==> config.mk <==
export PLATFORM = sky130hd
export DESIGN_NAME = imufad_back
export DESIGN_NICKNAME = d
export VERILOG_FILES = /design/src/rtl/imufad_pkg.sv /design/src/rtl/imufad_back.sv
export SDC_FILE = /design/constraint.sdc
export NUM_CORES = 1
export LEC_CHECK = 0
export ABC_CLOCK_PERIOD_IN_PS = 15000
export BUFFER_PORTS_ARGS = -buffer_cell sky130_fd_sc_hd__buf_2
export CAP_MARGIN = 20
export CORE_AREA = 4 4 153 155
export DETAILED_ROUTE_END_ITERATION = 7
export DIE_AREA = 0 0 157 159
export GPL_TIMING_DRIVEN = 1
export HOLD_SLACK_MARGIN = 0.15
export SKIP_LAST_GASP = 1
export SLEW_MARGIN = 20
export SYNTH_ARGS = -nofsm -noshare
export SYNTH_HDL_FRONTEND = slang
export SYNTH_SLANG_ARGS = --single-unit
export TNS_END_PERCENT = 50
==> constraint.sdc <==
create_clock -name clk -period 15 [get_ports clk]
set_input_delay 3 -clock clk [delete_from_list [all_inputs] [get_ports clk]]
set_output_delay 3 -clock clk [all_outputs]
set_load 0.1 [all_outputs]
==> src/rtl/imufad_pkg.sv <==
// Shared types, register codes, thresholds and phase codes of the IMU fall and activity detector.
`default_nettype none

package imufad_pkg;

  // Payload field widths
  localparam int SAMPLE_W   = 16;
  localparam int TIME_W     = 32;

  // Configuration port and register widths
  localparam int CFG_DATA_W = 16;
  localparam int CFG_IDX_W  = 3;
  localparam int ACC_W      = 15;
  localparam int MS_W       = 16;
  localparam int CNT_W      = 4;
  localparam int SQ_CFG_W   = 2 * ACC_W;

  // Depth of the queue between classifier and sequencer
  localparam int QUEUE_DEPTH_DEF = 2;

  // Register indexes
  localparam logic [CFG_IDX_W-1:0] REG_FREEFALL_ACCEL  = 3'd0;
  localparam logic [CFG_IDX_W-1:0] REG_IMPACT_ACCEL    = 3'd1;
  localparam logic [CFG_IDX_W-1:0] REG_POST_ACCEL      = 3'd2;
  localparam logic [CFG_IDX_W-1:0] REG_GYRO_SUPPORT    = 3'd3;
  localparam logic [CFG_IDX_W-1:0] REG_FREEFALL_WIN_MS = 3'd4;
  localparam logic [CFG_IDX_W-1:0] REG_POST_IMPACT_MS  = 3'd5;
  localparam logic [CFG_IDX_W-1:0] REG_ALERT_MS        = 3'd6;
  localparam logic [CFG_IDX_W-1:0] REG_CONFIRM_SAMPLES = 3'd7;

  // Register reset values
  localparam logic [ACC_W-1:0] RST_FREEFALL_ACCEL  = 15'd768;
  localparam logic [ACC_W-1:0] RST_IMPACT_ACCEL    = 15'd4608;
  localparam logic [ACC_W-1:0] RST_POST_ACCEL      = 15'd3328;
  localparam logic [ACC_W-1:0] RST_GYRO_SUPPORT    = 15'd4096;
  localparam logic [MS_W-1:0]  RST_FREEFALL_WIN_MS = 16'd1500;
  localparam logic [MS_W-1:0]  RST_POST_IMPACT_MS  = 16'd1000;
  localparam logic [MS_W-1:0]  RST_ALERT_MS        = 16'd3000;
  localparam logic [CNT_W-1:0] RST_CONFIRM_SAMPLES = 4'd3;

  // Fixed motion thresholds, squared
  localparam logic [31:0] ACC_REST_ENTER_SQ = 32'(2944 * 2944);
  localparam logic [31:0] ACC_REST_EXIT_SQ  = 32'(3200 * 3200);
  localparam logic [31:0] ACC_HIGH_ENTER_SQ = 32'(4864 * 4864);
  localparam logic [31:0] ACC_HIGH_EXIT_SQ  = 32'(4352 * 4352);
  localparam logic [31:0] GYR_MOVE_ENTER_SQ = 32'(1126 * 1126);
  localparam logic [31:0] GYR_REST_SQ       = 32'(717 * 717);
  localparam logic [31:0] GYR_HIGH_ENTER_SQ = 32'(5120 * 5120);
  localparam logic [31:0] GYR_HIGH_EXIT_SQ  = 32'(4096 * 4096);

  // Motion classes
  localparam logic [1:0] CLS_REST = 2'd0;
  localparam logic [1:0] CLS_MOVE = 2'd1;
  localparam logic [1:0] CLS_HIGH = 2'd2;
  localparam logic [1:0] CLS_FALL = 2'd3;

  // Fall phases
  localparam logic [2:0] PH_NORMAL    = 3'd0;
  localparam logic [2:0] PH_FREE      = 3'd1;
  localparam logic [2:0] PH_IMPACT    = 3'd2;
  localparam logic [2:0] PH_CHECK     = 3'd3;
  localparam logic [2:0] PH_CONFIRMED = 3'd4;

  typedef struct packed {
    logic signed [SAMPLE_W-1:0] accel_x;
    logic signed [SAMPLE_W-1:0] accel_y;
    logic signed [SAMPLE_W-1:0] accel_z;
    logic signed [SAMPLE_W-1:0] gyro_x;
    logic signed [SAMPLE_W-1:0] gyro_y;
    logic signed [SAMPLE_W-1:0] gyro_z;
    logic [TIME_W-1:0]          time_ms;
  } in_item_t;

  typedef struct packed {
    logic [1:0] motion_class;
    logic [2:0] fall_phase;
  } out_item_t;

  // Register file contents plus squared thresholds
  typedef struct packed {
    logic [ACC_W-1:0]    freefall_accel;
    logic [ACC_W-1:0]    impact_accel;
    logic [ACC_W-1:0]    post_impact_accel;
    logic [ACC_W-1:0]    impact_gyro_support;
    logic [MS_W-1:0]     freefall_window_ms;
    logic [MS_W-1:0]     post_impact_ms;
    logic [MS_W-1:0]     alert_ms;
    logic [CNT_W-1:0]    confirm_samples;
    logic [SQ_CFG_W-1:0] freefall_sq;
    logic [SQ_CFG_W-1:0] impact_sq;
    logic [SQ_CFG_W-1:0] post_sq;
    logic [SQ_CFG_W-1:0] support_sq;
  } cfg_t;

  // Classified sample handed from front to back
  typedef struct packed {
    logic        ff_lt;
    logic        imp_ge;
    logic        post_ge;
    logic        g_move;
    logic        high;
    logic        moving;
    logic        resting;
    logic        stay_high;
    logic [31:0] g_sat;
  } flags_t;

endpackage

`default_nettype wire

==> src/rtl/imufad_back.sv <==
// Back end: fall sequencer, hysteretic motion classifier and output register.
`default_nettype none

module imufad_back #(
  parameter int QW = $bits(imufad_pkg::flags_t) + imufad_pkg::TIME_W
) (
  input  wire logic                  clk,
  input  wire logic                  rst_n,
  input  wire imufad_pkg::cfg_t      cfg,
  input  wire logic                  q_valid,
  input  wire logic [QW-1:0]         q_data,
  output logic                       pop,
  output logic                       out_valid,
  input  wire logic                  out_stall,
  output imufad_pkg::out_item_t      out_data
);
  import imufad_pkg::*;

  localparam int T = TIME_W;

  flags_t         fl;
  logic [T-1:0]   now, dt;
  logic [1:0]     cur_class_r, cur_class_nxt;
  logic [1:0]     pend_class_r, pend_class_nxt;
  logic [CNT_W-1:0] pend_cnt_r, pend_cnt_nxt;
  logic [2:0]     fall_step_r, fall_step_nxt;
  logic [T-1:0]   phase_start_r, phase_start_nxt;
  logic [31:0]    gyro_sq_r, gyro_sq_nxt;
  logic [1:0]     cand;
  logic           support, still;
  logic           out_valid_r;
  out_item_t      out_data_r;

  assign fl  = q_data[QW-1:T];
  assign now = q_data[T-1:0];
  assign dt  = now - phase_start_r;

  // Take a request when the output register is free or drains now
  assign pop = q_valid && (!out_valid_r || !out_stall);

  // Fall sequencer
  always_comb begin
    fall_step_nxt   = fall_step_r;
    phase_start_nxt = phase_start_r;
    gyro_sq_nxt     = gyro_sq_r;
    support         = {2'b00, gyro_sq_r} >= 34'(cfg.support_sq);
    still           = fl.post_ge || fl.g_move;
    case (fall_step_r)
      PH_NORMAL: begin
        if (fl.ff_lt) begin
          fall_step_nxt   = PH_FREE;
          phase_start_nxt = now;
        end
      end
      PH_FREE: begin
        if (dt > T'(cfg.freefall_window_ms)) begin
          fall_step_nxt = PH_NORMAL;
        end else if (fl.imp_ge) begin
          gyro_sq_nxt     = fl.g_sat;
          fall_step_nxt   = PH_IMPACT;
          phase_start_nxt = now;
        end else if (!fl.ff_lt) begin
          fall_step_nxt = PH_NORMAL;
        end
      end
      PH_IMPACT: begin
        fall_step_nxt   = PH_CHECK;
        phase_start_nxt = now;
      end
      PH_CHECK: begin
        if (dt >= T'(cfg.post_impact_ms)) begin
          if (support || still) begin
            fall_step_nxt   = PH_CONFIRMED;
            phase_start_nxt = now;
          end else begin
            fall_step_nxt = PH_NORMAL;
          end
        end
      end
      PH_CONFIRMED: begin
        if (dt >= T'(cfg.alert_ms)) begin
          fall_step_nxt = PH_NORMAL;
        end
      end
      default: fall_step_nxt = PH_NORMAL;
    endcase
  end

  // Candidate class with hysteresis on the current class
  always_comb begin
    if (cur_class_r == CLS_HIGH && fl.stay_high) begin
      cand = CLS_HIGH;
    end else if (cur_class_r != CLS_HIGH && fl.high) begin
      cand = CLS_HIGH;
    end else if (cur_class_r == CLS_MOVE && fl.resting) begin
      cand = CLS_REST;
    end else if (cur_class_r == CLS_MOVE || fl.moving) begin
      cand = CLS_MOVE;
    end else begin
      cand = CLS_REST;
    end
  end

  // Confirm a class change over consecutive samples; a confirmed fall sets CLS_FALL
  always_comb begin
    cur_class_nxt  = cur_class_r;
    pend_class_nxt = pend_class_r;
    pend_cnt_nxt   = pend_cnt_r;
    if (fall_step_nxt == PH_CONFIRMED) begin
      pend_cnt_nxt  = '0;
      cur_class_nxt = CLS_FALL;
    end else if (cand == cur_class_r) begin
      pend_cnt_nxt = '0;
    end else begin
      if (cand != pend_class_r) begin
        pend_class_nxt = cand;
        pend_cnt_nxt   = CNT_W'(1);
      end else if (pend_cnt_r < cfg.confirm_samples) begin
        pend_cnt_nxt = pend_cnt_r + CNT_W'(1);
      end
      if (pend_cnt_nxt >= cfg.confirm_samples) begin
        cur_class_nxt = cand;
        pend_cnt_nxt  = '0;
      end
    end
  end

  // Update state on each request taken
  always_ff @(posedge clk) begin
    if (!rst_n) begin
      cur_class_r   <= CLS_REST;
      pend_class_r  <= CLS_REST;
      pend_cnt_r    <= '0;
      fall_step_r   <= PH_NORMAL;
      phase_start_r <= '0;
      gyro_sq_r     <= '0;
    end else if (pop) begin
      cur_class_r   <= cur_class_nxt;
      pend_class_r  <= pend_class_nxt;
      pend_cnt_r    <= pend_cnt_nxt;
      fall_step_r   <= fall_step_nxt;
      phase_start_r <= phase_start_nxt;
      gyro_sq_r     <= gyro_sq_nxt;
    end
  end

  // Output register: load on pop, drop when taken
  always_ff @(posedge clk) begin
    if (!rst_n) begin
      out_valid_r <= 1'b0;
    end else if (pop) begin
      out_valid_r <= 1'b1;
    end else if (!out_stall) begin
      out_valid_r <= 1'b0;
    end
  end

  always_ff @(posedge clk) begin
    if (pop) begin
      out_data_r.motion_class <= cur_class_nxt;
      out_data_r.fall_phase   <= fall_step_nxt;
    end
  end

  assign out_valid = out_valid_r;
  assign out_data  = out_data_r;

`ifndef NO_ASSERTIONS
  a_confirmed_class: assert property (@(posedge clk) disable iff (!rst_n)
    fall_step_r == PH_CONFIRMED |-> cur_class_r == CLS_FALL)
    else $error("confirmed fall without fall class");

  a_confirmed_exit: assert property (@(posedge clk) disable iff (!rst_n)
    (fall_step_r == PH_CONFIRMED && pop) |=>
      (fall_step_r == PH_CONFIRMED || fall_step_r == PH_NORMAL))
    else $error("confirmed fall left to a phase other than normal");

  a_impact_once: assert property (@(posedge clk) disable iff (!rst_n)
    (fall_step_r == PH_IMPACT && pop) |=> fall_step_r == PH_CHECK)
    else $error("impact phase lasted more than one sample");
`endif

endmodule

`default_nettype wire

==> flow_summary.ini, run 1 <==
[sta]
slew_headroom = 0.5162
rsz0062_at_grt = no
clock_skew_ns = 0.01088
fin_ws_ns = 7.350
drv_slew = 0
min_period_ns = 7.650
period_share = 0.5100
fmax_mhz = 130.7
final-setup-viol-count = 0
setup_tns_ns = 0
tightestPinTransition_ns = 0.7256
finalHoldViolCount = 0

[critical_path]
cp.arrival_ns = 7.92
crit_start = q_data[4]
r2r-end = phase_start_r[10]
endpoint_kind = flop
r2r_setup_slack_ns = 9.77
worstPathMaxFanout = 32
path_class = in -> reg
worstReg2RegStart = phase_start_r[4]
r2r.worst_path.cells = 22
critical_path.endpoint = phase_start_r[10]
cp-start-kind = primary input
cp_data_required_time_ns = 15.27

[power]
p_leak_uw = 0.004363
power_uw = 746.6
pwr_density_cell_nw_per_um2 = 83.02
peakVddDrop_mv = 0.04861

[placed_design]
dp_slack_ns = 7.013
dp.final_hpwl_um = 16800
port-buffer-count = 164
routabilityCongestion = 0.8847

[layout]
area_growth_pct = 18.26
finish.utilization = 0.4121
diodes = 0
layout-drive-gt1-share = 0.1825
layout.area.seq_um2 = 1672
nets = 1528
fill_cells = 2256
multi_input_area_um2 = 5313

[logic_synthesis]
synthArstFlopShare = 0
synth_fp_nets = 1378
synth_seq_area_share = 0.2198
synth_seq_cells = 81
synthCells = 952
yosys.cell_count.top_type = inv_1
synth_largest_area_cell = dfxtp_1
synthesis.area_um2 = 7605
synth_top_area_share = 0.2001
synth_edf_count = 5
synth_cell_types = 77
synth-main-ff-cell = dfxtp_1
syn_avg_cell_area_um2 = 7.988
netlist_top_cells_count = 127 x inv_1, 117 x ha_1, 103 x nand2_1
synth_area_leaders = dfxtp_1 20%, ha_1 19%, mux2i_1 9.1%
synth_warnings = 0

[clock_tree]
clkSlewWorstSetupHoldPaths_ns = 0.07
root_buffer = clkbuf_16
cts_resized = 0
ctsHtreeMaxLevel = 3
clockBufferDepth = 2
tritoncts.num_buffers = 9
cts_hold_buf = 0
clock_latency_ns = 0.35
postCtsSetupBuffers = 0
clock-sinks = 81
tritoncts = done

[route]
firstDrtPassIters = 5
drc = 0
viasPerCell = 5.159
drt-total-wl_um = 20520
drt_iter0_markers = 379
drtAntennaViolNets = 0
avgRoutedWirePerCell_um = 14.80
num_vias = 7156

[die]
die_y_um = 159
die_area_um2 = 24960
initial_core_util = 0.3485
core.rowCount = 54
die_x_um = 157
core_um2 = 21820
ios = 315

[global_route]
grt_first_pass_wirelength_um = 33520
grt_max_degree = 73
gr-total-overflow = 0
first_global_vias = 6920
track_usage = 0.1620
antenna_found_initial = 1

[min_path]
min_path_type = reg -> reg

[status]
outcome = completed

[run]
max_cap_violations = 0
layout make-up:
type | instances | share of cell area
clock buffer | 10 | 0.02782
clock inverter | 6 | 0.009043
inverter | 129 | 0.05384
multi-input combinational | 714 | 0.5907
sequential | 81 | 0.1859
tap | 280 | 0.03895
timing repair buffer | 167 | 0.09377
power by group:
part | total, uW | internal [uW] | switching, uW
registers | 231 | 226 | 5.39
logic | 270 | 111 | 159
clock network | 245 | 143 | 102
logic make-up after synthesis:
| family | share of synthesized area |
|---|---|
| AO/OA/AOI/OAI | 0.2164 |
| XOR/XNOR | 0.02649 |
| adder cells (fa/ha/maj) | 0.1951 |
| buffers and inverters | 0.08259 |
| flip-flops | 0.2198 |
| multiplexers | 0.09082 |
| AND/OR/NAND/NOR | 0.1688 |
layer usage:
layer	routed length, um	up-vias	GRT usage
li1	-	3695	-
met1	9769	3238	0.2207
met2	9254	197	0.2670
met3	1218	24	0.03099
met4	273	2	0.03314
met5	7	-	0
flip-flops by register name, indices dropped and copies added, names as in the netlist:
name	cells
gyro_sq_r	32
phase_start_r	32
out_data	5
pend_cnt_r	4
fall_step_r	3
cur_class_r	2
pend_class_r	2
out_valid	1
cells in the final DEF (no fill, tap or decap), types with 6 or more instances in the layout:
cell type,Yosys,routed
nor2b_1,7,7
clkbuf_16,0,10
o21ai_1,6,6
o31ai_1,6,6
dfxtp_1,76,76
mux2i_1,69,69
o21a_1,11,11
a21oi_1,51,51
inv_1,127,127
a21o_1,47,47
a211oi_1,11,11
o21ai_0,33,33
nand3_1,10,10
xor2_1,11,11
xnor2_1,12,12
buf_2,4,164
nand4_1,22,22
nand2_1,103,103
ha_1,117,117
nor4_1,10,10
o211ai_1,7,7
nor3_1,11,11
nor2_1,68,68
or3_1,7,7
nand2b_1,12,12
worst min-delay path by stage:
stage                            from                 to  slack, ns  cells after the start
finish              phase_start_r[25]  phase_start_r[25]       0.46                      2
global route         phase_start_r[5]   phase_start_r[5]       0.48                      2
CTS                 phase_start_r[25]  phase_start_r[25]       0.46                      2
detailed placement  phase_start_r[27]  phase_start_r[27]       0.45                      2
global placement    phase_start_r[20]  phase_start_r[20]       0.44                      2
floorplan           phase_start_r[10]  phase_start_r[10]       0.43                      2
through the flow:
stage	hold WS (ns)	std cells	instance area [um2]
after CTS	0.4595	1387	8994
after detailed placement	0.4466	1371	8662
after floorplan	0.4347	952	7605
final	0.4571	1387	8994
after global routing	0.4754	1387	8994
after global placement	0.4429	1371	8662
critical path, cell delays in order:
cell	delay (ns)
buf_2	0.11
ha_1	0.36
a21o_1	0.23
a31o_2	0.25
o21a_1	0.20
o21ai_0	0.15
nand2b_1	0.10
a21oi_1	0.16
o21bai_1	0.09
xor2_1	0.31
ha_1	0.32
a21o_1	0.17
a21o_1	0.17
a21o_1	0.17
a21o_1	0.17
a211o_1	0.28
o211ai_1	0.08
a21oi_1	0.14
a2111o_1	0.42
a211oi_4	0.22
buf_4	0.50
mux2i_1	0.27
Power figures use the tool's default switching activity.
==> inputs of run 2 (changes only) <==
ABC_AREA = 1   (was default)
ABC_CLOCK_PERIOD_IN_PS = 7000   (was 15000)
CORE_AREA = 4 4 158 160   (was 4 4 153 155)
DIE_AREA = 0 0 162 164   (was 0 0 157 159)
clock period = 7 ns   (was 15 ns; I/O delays follow)
==> flow_summary.ini, run 2 <==
[status]
outcome = completed

[power]
peakVddDrop_mv = 0.1601
pwr_density_cell_nw_per_um2 = 184.4
p_leak_uw = 0.005810

[route]
viasPerCell = 4.519
drtAntennaViolNets = 0
drt-total-wl_um = 22810
num_vias = 8351
firstDrtPassIters = 5
drt_iter0_markers = 361
drc = 0
avgRoutedWirePerCell_um = 12.34

[layout]
fill_cells = 2616
fin_area_um2 = 9534
area_growth_pct = 17.43
final_cell_mix = 412 x nand2_1, 292 x inv_1, 189 x nor2_1
finish.utilization = 0.4074
nets = 1949
final_common_cell = nand2_1
fin_cells = 1848
layout-drive-gt1-share = 0.1329

[die]
ios = 315
core_um2 = 23400
die_x_um = 162
initial_core_util = 0.3469
die_y_um = 164
die_area_um2 = 26570
core.rowCount = 56

[sta]
slew_headroom = 0.5181
tightestPinTransition_ns = 0.7229
finalHoldViolCount = 0
min_period_ns = 5.005
period_share = 0.7150
holdWs_ns = 0.4705
clock_skew_ns = 0.01521
rsz0062_at_grt = no
drv_slew = 0
setup_tns_ns = 0
final-setup-viol-count = 0
fmax_mhz = 199.8

[min_path]
min_path_type = reg -> reg
hold_path.startpoint = gyro_sq_r[0]
min_to = gyro_sq_r[0]
worstHoldPathCells = 2

[critical_path]
r2r.worst_path.cells = 25
path_class = in -> reg
r2r_setup_slack_ns = 2.82
cp_data_required_time_ns = 7.29
cp-start-kind = primary input
worstPathMaxFanout = 62
worstReg2RegStart = phase_start_r[2]
cp.arrival_ns = 5.30
r2r-end = phase_start_r[27]
endpoint_kind = flop

[placed_design]
routabilityCongestion = 0.9252
dp.final_hpwl_um = 18930
dp_cells = 1831
placed_cell_area_um2 = 9233
port-buffer-count = 164

[clock_tree]
ctsHtreeMaxLevel = 3
cts_resized = 0
cts_hold_buf = 0
postCtsSetupBuffers = 0
clockBufferDepth = 2
clock_latency_ns = 0.36
clock-sinks = 81
root_buffer = clkbuf_16
tritoncts.num_buffers = 9
clkSlewWorstSetupHoldPaths_ns = 0.07
tritoncts = done

[global_route]
global_route.usage.met3 = 0.05144
grt_busiest_layer = met2
grt_max_degree = 70
grt_first_pass_wirelength_um = 37660
met2_usage = 0.2934
antenna_found_initial = 10
first_global_vias = 7998
track_usage = 0.1741
gr-total-overflow = 0
gr-usage-met1 = 0.2176

[logic_synthesis]
synth_warnings = 0
synth_edf_count = 5
synth_top_area_share = 0.1905
syn_avg_cell_area_um2 = 5.948
yosys.cell_count.top_type = nand2_1
synthesis.area_um2 = 8119
synthArstFlopShare = 0
netlist_top_cells_count = 412 x nand2_1, 292 x inv_1, 189 x nor2_1
synth_seq_area_share = 0.2059
synth_area_leaders = nand2_1 19%, dfxtp_1 19%, ha_1 18%
synth-main-ff-cell = dfxtp_1
synthCells = 1365
synth_cell_types = 43
synth_largest_area_cell = nand2_1
synth_seq_cells = 81
synth_fp_nets = 1791

[run]
max_cap_violations = 0
-- run 2: cell types whose count changed after synthesis, sizes merged, moves of 13 or more --
cell / before / now
mux2i: 69 / 0
nand2: 104 / 418
inv: 129 / 294
a21oi: 51 / 64
nand3: 10 / 35
nor2: 69 / 194
a21o: 47 / 0
-- run 2: kinds of logic after synthesis --
kind of cell    synth area share
compound gates           0.08800
xor+xnor                 0.01618
fa+ha+maj                 0.1828
buf+inv                   0.1541
flops                     0.2059
mux                     0.001387
simple gates              0.3517
-- run 2: through the flow --
step	total power [uW]	setup slack [ns]
2_1_floorplan	1069	2.759
3_3_place_gp	1273	1.611
3_5_place_dp	1287	1.587
4_1_cts	1793	1.951
5_1_grt	1932	1.549
6_report	1759	1.995
-- run 2: power breakdown --
group	internal [uW]	total (uW)	switching [uW]	leakage (uW)
registers	493	504	11.0	0.000670
clock network	253	488	235	0.000147
logic	274	767	493	0.00499
-- run 2: cell type report --
class,instances,area [um2],share of cell area
diodes,1,2.502,0.0002625
clock buffers,9,225.2,0.02362
clock inverters,7,73.82,0.007743
inverters,299,1122,0.1177
multi-input cells,965,5196,0.5450
flip-flops and latches,81,1672,0.1753
well taps,319,399.1,0.04186
repair buffers,167,843.3,0.08845
-- run 2: worst max-delay path by stage --
stage | from | endpoint | depth (start not counted)
after floorplan | q_data[0] | phase_start_r[10] | 23
after global routing | q_data[2] | phase_start_r[1] | 24
after detailed placement | q_data[2] | phase_start_r[20] | 24
after CTS | q_data[2] | phase_start_r[27] | 25
after global placement | q_data[0] | gyro_sq_r[15] | 23
final | q_data[2] | phase_start_r[27] | 25
-- run 2: worst max-delay path, stage by stage --
cell	delay (ns)
buf_2	0.12
ha_1	0.38
nand2_1	0.08
nand2_1	0.09
inv_2	0.04
nand2_2	0.08
nand2_1	0.07
nand2_2	0.11
nand2_1	0.08
nand2_2	0.09
xor2_1	0.48
ha_1	0.35
nand2_1	0.09
nor2_1	0.05
a211oi_1	0.18
o21ai_0	0.11
nand2_1	0.06
nand3_1	0.06
nand2_1	0.22
nand2_1	0.11
nand2_2	0.10
nand3_4	0.50
nand2_1	0.22
nand2_1	0.07
nor2_1	0.10
-- run 2: metal layers --
metal	share of wire	up-vias
li1	-	4513
met1	0.46	3600
met2	0.45	173
met3	0.066	47
met4	0.020	18
met5	0.0046	-
==> inputs of run 3 (changes only) <==
ABC_CLOCK_PERIOD_IN_PS = 4800   (was 7000)
clock period = 4.8 ns   (was 7 ns; I/O delays follow)
==> flow_summary.ini, run 3 (synthesized netlist as in run 2, its figures left out) <==
[route]
firstDrtPassIters = 5
avgRoutedWirePerCell_um = 12.27
drtAntennaViolNets = 0
drt-total-wl_um = 22840
viasPerCell = 4.561
drt_iter0_markers = 317
num_vias = 8488
drc = 0

[placed_design]
placed_cell_area_um2 = 9375
routabilityCongestion = 0.9181
dp_slack_ns = 0.3170
port-buffer-count = 164
dp.final_hpwl_um = 19280

[sta]
fmax_mhz = 245.0
final-setup-viol-count = 0
slew_headroom = 0.5920
min_period_ns = 4.082
period_share = 0.8504
finalHoldViolCount = 0
fin_ws_ns = 0.7179
clock_skew_ns = 0.01566
rsz0062_at_grt = no
tightestPinTransition_ns = 0.6064
setup_tns_ns = 0
drv_slew = 0
holdWs_ns = 0.4687

[global_route]
gr-total-overflow = 0
first_global_vias = 7928
grt_max_degree = 42
track_usage = 0.1724
global_route.usage.met3 = 0.04642
antenna_found_initial = 10
gr-usage-met1 = 0.2159
grt_first_pass_wirelength_um = 37270
met2_usage = 0.2976
grt_busiest_layer = met2

[min_path]
hold_path.startpoint = gyro_sq_r[0]
min_to = gyro_sq_r[0]
worstHoldPathCells = 2
min_path_type = reg -> reg

[run]
max_cap_violations = 0

[die]
core.rowCount = 56
die_x_um = 162
initial_core_util = 0.3469
core_um2 = 23400
die_y_um = 164
ios = 315
die_area_um2 = 26570

[layout]
final_common_cell = nand2_1
diodes = 0
area_growth_pct = 19.12
final_cell_mix = 412 x nand2_1, 292 x inv_1, 189 x nor2_1
layout-drive-gt1-share = 0.1407
fin_area_um2 = 9672
nets = 1963

[clock_tree]
cts_resized = 0
clock-sinks = 81
cts_hold_buf = 0
root_buffer = clkbuf_16
ctsHtreeMaxLevel = 3
clockBufferDepth = 2
clkSlewWorstSetupHoldPaths_ns = 0.07
postCtsSetupBuffers = 0
clock_latency_ns = 0.35
tritoncts = done
tritoncts.num_buffers = 9

[critical_path]
r2r_setup_slack_ns = 1.18
r2r-end = phase_start_r[26]
worstReg2RegStart = phase_start_r[0]
path_class = in -> reg
r2r.worst_path.cells = 24
cp-start-kind = primary input
worstPathMaxFanout = 35
endpoint_kind = flop
cp_data_required_time_ns = 5.05
cp.arrival_ns = 4.33

[power]
peakVddDrop_mv = 0.2224
p_leak_uw = 0.005891
pwr_density_cell_nw_per_um2 = 270.3

[status]
outcome = completed
[run 3: critical path: stages]
cell	delay (ns)
buf_2	0.10
inv_1	0.05
ha_1	0.23
fa_1	0.43
inv_1	0.10
nand4_1	0.09
nand2_1	0.11
buf_4	0.14
nand2_1	0.05
nand2_1	0.13
xor2_1	0.32
ha_1	0.18
nand2_1	0.05
inv_1	0.07
nand3_1	0.06
nor3_1	0.20
nand2_1	0.09
nand3_1	0.07
nand2_1	0.19
nand2_1	0.15
nand2_2	0.09
nand3_4	0.10
buf_12	0.18
nand2_1	0.07
nand2_1	0.06
nor2_1	0.05
[run 3: through the flow]
| step | std cells | utilization | total power (uW) |
|---|---|---|---|
| 2_1_floorplan | 1365 | - | 1560 |
| 3_3_place_gp | 1845 | 0.4006 | 1901 |
| 3_5_place_dp | 1845 | 0.4006 | 1918 |
| 4_1_cts | 1861 | 0.4133 | 2655 |
| 5_1_grt | 1861 | 0.4133 | 2863 |
| 6_report | 1861 | 0.4133 | 2614 |
[run 3: power breakdown]
| group | internal (uW) | switching, uW | leakage (uW) |
|---|---|---|---|
| Sequential | 719 | 16.2 | 0.000670 |
| Clock | 380 | 337 | 0.000148 |
| Combinational | 433 | 730 | 0.00507 |
[run 3: layer usage]
layer,part of all wire,vias up
li1,-,4535
met1,0.46,3720
met2,0.46,172
met3,0.063,41
met4,0.016,20
met5,0.0052,-
[run 3: how the worst max path moves through the flow]
| stage | startpoint | to | slack, ns |
|---|---|---|---|
| finish | q_data[0] | phase_start_r[26] | 0.72 |
| global route | q_data[0] | phase_start_r[27] | 0.30 |
| CTS | q_data[0] | phase_start_r[16] | 0.66 |
| detailed placement | q_data[0] | phase_start_r[26] | 0.32 |
| global placement | q_data[0] | phase_start_r[22] | 0.37 |
| floorplan | q_data[0] | phase_start_r[10] | 1.0 |
[run 3: cell type report]
cell class	instances	area, um2
clock buffers	10	239.0
clock inverters	6	57.56
fillers	2585	13730
inverters	299	1122
multi-input cells	965	5196
flip-flops and latches	81	1672
well taps	319	399.1
repair buffers	181	985.9
